### config.mk
export PLATFORM = sky130hd
export DESIGN_NAME = frs_ctrl
export DESIGN_NICKNAME = d
export VERILOG_FILES = /design/src/design/frs_pkg.sv /design/src/design/frs_ctrl.sv
export SDC_FILE = /design/constraint.sdc
export NUM_CORES = 1
export LEC_CHECK = 0
export ABC_AREA = 0
export BUFFER_PORTS_ARGS = -buffer_cell sky130_fd_sc_hd__buf_2
export CORE_AREA = 4 4 41 43
export CTS_CLUSTER_SIZE = 40
export DETAILED_ROUTE_END_ITERATION = 8
export DIE_AREA = 0 0 45 47
export PLACE_DENSITY = 0.68
export SYNTH_ARGS = -nofsm -noshare
export SYNTH_HDL_FRONTEND = slang
export SYNTH_SLANG_ARGS = --single-unit
### constraint.sdc
create_clock -name i_clk -period 1.8 [get_ports i_clk]
set_clock_uncertainty 0.1 [all_clocks]
set_input_delay 0.09 -clock i_clk [delete_from_list [all_inputs] [get_ports i_clk]]
set_output_delay 0.09 -clock i_clk [all_outputs]
set_load 0.01 [all_outputs]
### src/design/frs_pkg.sv
// Shared constants, codes and controller/datapath interface types for the framed root stack.
package frs_pkg;

    localparam int STACK_DEPTH = 1024;
    localparam int ADDR_W      = 32;
    localparam int PTR_W       = $clog2(STACK_DEPTH + 1);
    localparam int IDX_W       = $clog2(STACK_DEPTH);
    localparam int OP_W        = 3;
    localparam int ST_W        = 2;
    localparam int IN_FW       = OP_W + ADDR_W + PTR_W;
    localparam int IN_TW       = ((IN_FW + 7) / 8) * 8;
    localparam int OUT_FW      = ST_W + ADDR_W + PTR_W + PTR_W;
    localparam int OUT_TW      = ((OUT_FW + 7) / 8) * 8;

    localparam logic [OP_W-1:0] OP_PUSH  = 3'd0;
    localparam logic [OP_W-1:0] OP_FRAME = 3'd1;
    localparam logic [OP_W-1:0] OP_POP   = 3'd2;
    localparam logic [OP_W-1:0] OP_READ  = 3'd3;
    localparam logic [OP_W-1:0] OP_DEPTH = 3'd4;

    localparam logic [ST_W-1:0] ST_OK     = 2'd0;
    localparam logic [ST_W-1:0] ST_FULL   = 2'd1;
    localparam logic [ST_W-1:0] ST_BEYOND = 2'd2;
    localparam logic [ST_W-1:0] ST_ZERO   = 2'd3;

    typedef enum logic [1:0] {
        RS_IDX,
        RS_IDX1,
        RS_TOPM1,
        RS_SCANM1
    } t_rsel;

    typedef struct packed {
        logic            load;
        logic            push;
        logic            rd_en;
        t_rsel           rd_sel;
        logic            scan_load;
        logic            scan_dec;
        logic            top_cut;
        logic            top_clear;
        logic            emit;
        logic [ST_W-1:0] emit_status;
        logic            emit_data;
        logic            used_plus1;
    } t_cmd;

    typedef struct packed {
        logic [OP_W-1:0] op;
        logic            addr_zero;
        logic            full;
        logic            empty;
        logic            idx_beyond;
        logic            idx1_beyond;
        logic            rdata_zero;
        logic            scan_zero;
        logic            out_free;
    } t_stat;

endpackage

### src/design/frs_ctrl.sv
// Sequencing state machine for the framed root stack.
module frs_ctrl
    import frs_pkg::*;
(
    input  logic  i_clk,
    input  logic  i_rst_n,
    input  logic  i_req_valid,
    output logic  o_req_ready,
    input  t_stat i_stat,
    output t_cmd  o_cmd
);

    typedef enum logic [2:0] {
        S_IDLE,
        S_EXEC,
        S_RD1,
        S_RD2,
        S_POP
    } t_state;

    t_state r_state, n_state;
    t_cmd   cmd;

    always_comb begin
        cmd     = '0;
        n_state = r_state;
        case (r_state)
            S_IDLE: begin
                if (i_req_valid) begin
                    cmd.load = 1'b1;
                    n_state  = S_EXEC;
                end
            end
            S_EXEC: begin
                case (i_stat.op)
                    OP_PUSH, OP_FRAME: begin
                        if (i_stat.out_free) begin
                            cmd.emit = 1'b1;
                            n_state  = S_IDLE;
                            if (i_stat.op == OP_PUSH && i_stat.addr_zero) begin
                                cmd.emit_status = ST_ZERO;
                            end else if (i_stat.full) begin
                                cmd.emit_status = ST_FULL;
                            end else begin
                                cmd.push = 1'b1;
                            end
                        end
                    end
                    OP_POP: begin
                        if (i_stat.empty) begin
                            if (i_stat.out_free) begin
                                cmd.emit = 1'b1;
                                n_state  = S_IDLE;
                            end
                        end else begin
                            cmd.rd_en     = 1'b1;
                            cmd.rd_sel    = RS_TOPM1;
                            cmd.scan_load = 1'b1;
                            n_state       = S_POP;
                        end
                    end
                    OP_READ: begin
                        if (i_stat.idx_beyond) begin
                            if (i_stat.out_free) begin
                                cmd.emit        = 1'b1;
                                cmd.emit_status = ST_BEYOND;
                                n_state         = S_IDLE;
                            end
                        end else begin
                            cmd.rd_en  = 1'b1;
                            cmd.rd_sel = RS_IDX;
                            n_state    = S_RD1;
                        end
                    end
                    default: begin
                        if (i_stat.out_free) begin
                            cmd.emit = 1'b1;
                            n_state  = S_IDLE;
                        end
                    end
                endcase
            end
            S_RD1: begin
                if (!i_stat.rdata_zero) begin
                    if (i_stat.out_free) begin
                        cmd.emit      = 1'b1;
                        cmd.emit_data = 1'b1;
                        n_state       = S_IDLE;
                    end
                end else if (i_stat.idx1_beyond) begin
                    if (i_stat.out_free) begin
                        cmd.emit        = 1'b1;
                        cmd.emit_status = ST_BEYOND;
                        n_state         = S_IDLE;
                    end
                end else begin
                    cmd.rd_en  = 1'b1;
                    cmd.rd_sel = RS_IDX1;
                    n_state    = S_RD2;
                end
            end
            S_RD2: begin
                if (i_stat.out_free) begin
                    cmd.emit       = 1'b1;
                    cmd.emit_data  = 1'b1;
                    cmd.used_plus1 = 1'b1;
                    n_state        = S_IDLE;
                end
            end
            S_POP: begin
                if (i_stat.rdata_zero) begin
                    if (i_stat.out_free) begin
                        cmd.top_cut = 1'b1;
                        cmd.emit    = 1'b1;
                        n_state     = S_IDLE;
                    end
                end else if (i_stat.scan_zero) begin
                    if (i_stat.out_free) begin
                        cmd.top_clear = 1'b1;
                        cmd.emit      = 1'b1;
                        n_state       = S_IDLE;
                    end
                end else begin
                    cmd.rd_en    = 1'b1;
                    cmd.rd_sel   = RS_SCANM1;
                    cmd.scan_dec = 1'b1;
                end
            end
            default: n_state = S_IDLE;
        endcase
    end

    always_ff @(posedge i_clk) begin
        if (!i_rst_n) begin
            r_state <= S_IDLE;
        end else begin
            r_state <= n_state;
        end
    end

    assign o_req_ready = (r_state == S_IDLE);
    assign o_cmd       = cmd;

endmodule

==> impl_metrics.yaml <==
routing:
  wirelength_mm: 1.23
  viasPerCell: 5.20
  first_iter_violations: 16
  vias: 562
  wire_per_inst_um: 11.4
  drt.antenna.violating_nets: 0
  drc: 0
  dr.pass1.iters: 4
timing:
  slew_viol_final: 0
  rsz0062_at_grt: "false"
  finalHoldViolCount: 0
  tns_ns: 0
  period_share_pct: 96.6
  setup_viol: 0
  min_period_ns: 1.74
  relSlewSlack_pct: 81.4
  clock.fmax_mhz: 575
  tightest_slew_ns: 0.279
layout:
  antennaDiodeCount: 0
  largest_reg_flops: 3
  regMostFlops: "r_state"
  largestRegisters: "r_state: 3 flops"
  syn_to_final_growth_pct: 41.8
  multi_input_area_um2: 343
  fin_area_um2: 616
  fill_cells: 154
  final_nets: 108
  drive_gt1_share_pct: 40.9
  seqCellArea_um2: 61.3
synthesis:
  synth_edf_count: 0
  synth_async_sr_flop_share_pct: 0
  synth_area_per_cell_um2: 7.00
  yosys_warnings: 0
  synth_seq_area_share_pct: 13.8
  ys.flop_type: "dfxtp_1"
  yosysUniqueCellTypes: 30
  ys_ff_latch: 3
  syn-instance-count: 62
  netlist_area_um2: 434
  syn-num-nets: 76
placed_design:
  dp_hpwl_mm: 1.02
  post_dp_cell_area_um2: 586
  port_buffers: 28
  gp_congestion: 0.841
floorplan:
  num_rows: 13
  core_um2: 1300
  ios: 29
  fp.dieW_um: 45
  die_area_um2: 2120
  start_util_pct: 33.4
  die_height_um: 47
global_route:
  grt.overflow.total: 0
  grt_pass1_wl_mm: 1.87
  grt_max_degree: 12
  globalRouteTotalUtil_pct: 11.5
  grt_antenna_before_repair: 0
  grt_pass1_vias: 483
power:
  power_leakage_uw: 0.000293
  pwr-share-comb_pct: 29.7
  power_frac_seq_pct: 27.8
  ir_worst_vdd_v: 0.000495
  power.internal_uw: 189
  p_sw_share_pct: 29.2
  switchingPower_uw: 78.1
  p_per_area_nw_per_um2: 434
  p_clk_share_pct: 42.5
clocking:
  worstSkewPairLatency_ns: 0.23
  clk_pin_slew_ns: 0.03
  clockBufferDepth: 2
  numCtsBuffers: 3
  cts_root_buf: "clkbuf_4"
  h-tree-depth: 1
  cts_tree: "done"
  cts.sinks: 3
  cts_hold_buffers: 0
run:
  maxCapViolations: 0
worst_setup_path:
  worstPathCellList: "nand2b_1 > or2_2 > nor4b_1 > buf_2"
  crit_fanout: 7
  cpLargestDelayFamily: "simple AND/OR/NAND/NOR gates"
  start_kind: "flip-flop"
  arrival_ns: 1.55
  crit_required_ns: 1.61
  worstPathBufferInverterCount: 1
  path_class: "reg -> out"
  cpMaxStageDelayCell: "dfxtp_1"
  end_kind: "primary output"
  slowest_delay_ns: 0.37
worst_hold_path:
  hold_path.class: "in -> reg"
outcome:
  status: "complete, no violations"
## cells in the final DEF, fill, tap and decap left out, types with 2 or more instances in the layout
master	instances
nand2_1	3
nor3_1	4
buf_4	2
buf_2	28
nor4b_1	2
and3_1	3
o21ai_0	5
clkbuf_4	3
nand2b_1	3
nor2b_1	5
a21oi_1	2
nand4b_1	3
inv_1	3
nor2_1	7
dfxtp_1	2
## synthesized netlist by cell type (2+ instances only)
master    count  area (µm²)
nand4b_1      3        26.3
nor3_1        4        20.0
nand2_1       3        11.3
o21ai_0       5        25.0
nand2b_1      3        18.8
a21oi_1       2        10.0
nor4b_1       2        17.5
inv_1         3        11.3
nor2b_1       5        31.3
and3_1        3        18.8
dfxtp_1       3        60.1
nor2_1        8        30.0
## power by group through the flow
stage          clock [µW]  combinational [µW]  sequential [µW]
2_1_floorplan           0                43.7             72.4
3_3_place_gp            0                78.7             74.6
3_5_place_dp            0                79.3             74.8
4_1_cts               118                79.7             73.9
5_1_grt               125                88.3             74.3
6_report              114                79.3             74.1
## worst paths after layout
check | endpoint | slack [ns] | start | cells after the start
worst max-delay path | o_cmd[5] | 0.06 | r_state[0] | 4
worst min-delay path | r_state[2] | 0.03 | i_rst_n | 2
worst max register to register | r_state[2] | 0.38 | r_state[1] | 4
worst min register to register | r_state[0] | 0.47 | r_state[2] | 1
## cell families (layout without fill, tap and decap cells)
group	Yosys count	in the layout	share of synthesized area, %
buf+inv	6	37	7.78
mux	1	1	2.31
simple gates	37	37	53.3
compound gates	15	15	22.8
flops	3	3	13.8
## area by class of cell
cell class / instances / share of cell area, %
clock buffer: 4 / 4.27
inverter: 3 / 1.83
multi-input combinational: 53 / 55.7
sequential: 3 / 9.96
tap: 15 / 3.05
timing repair buffer: 30 / 25.2
## metal layers
metal / global-route usage (%) / part of all wire [%] / vias to the layer above
li1: - / - / 293
met1: 14.5 / 46 / 237
met2: 19.2 / 41 / 32
met3: 4.98 / 13 / 0
met4: 0 / 0 / 0
met5: 0 / 0 / -
## through the flow
stage          setup WS, ns  hold slack (ns)  utilization [%]  total power, µW  std cells
3_3_place_gp          0.328            0.259             45.0              153        104
4_1_cts              0.0337           0.0322             47.0              271        108
5_1_grt              0.0351           0.0311             47.3              287        108
3_5_place_dp          0.279            0.269             45.0              154        104
2_1_floorplan         0.383            0.130                -              116         62
6_report             0.0612           0.0268             47.3              267        108
## timing repair
action	in CTS	in global routing
buffers inserted	0	0
resized for setup	0	2
setup endpoints to repair	0	4
Note: power is estimated with default switching activity, not from simulation.
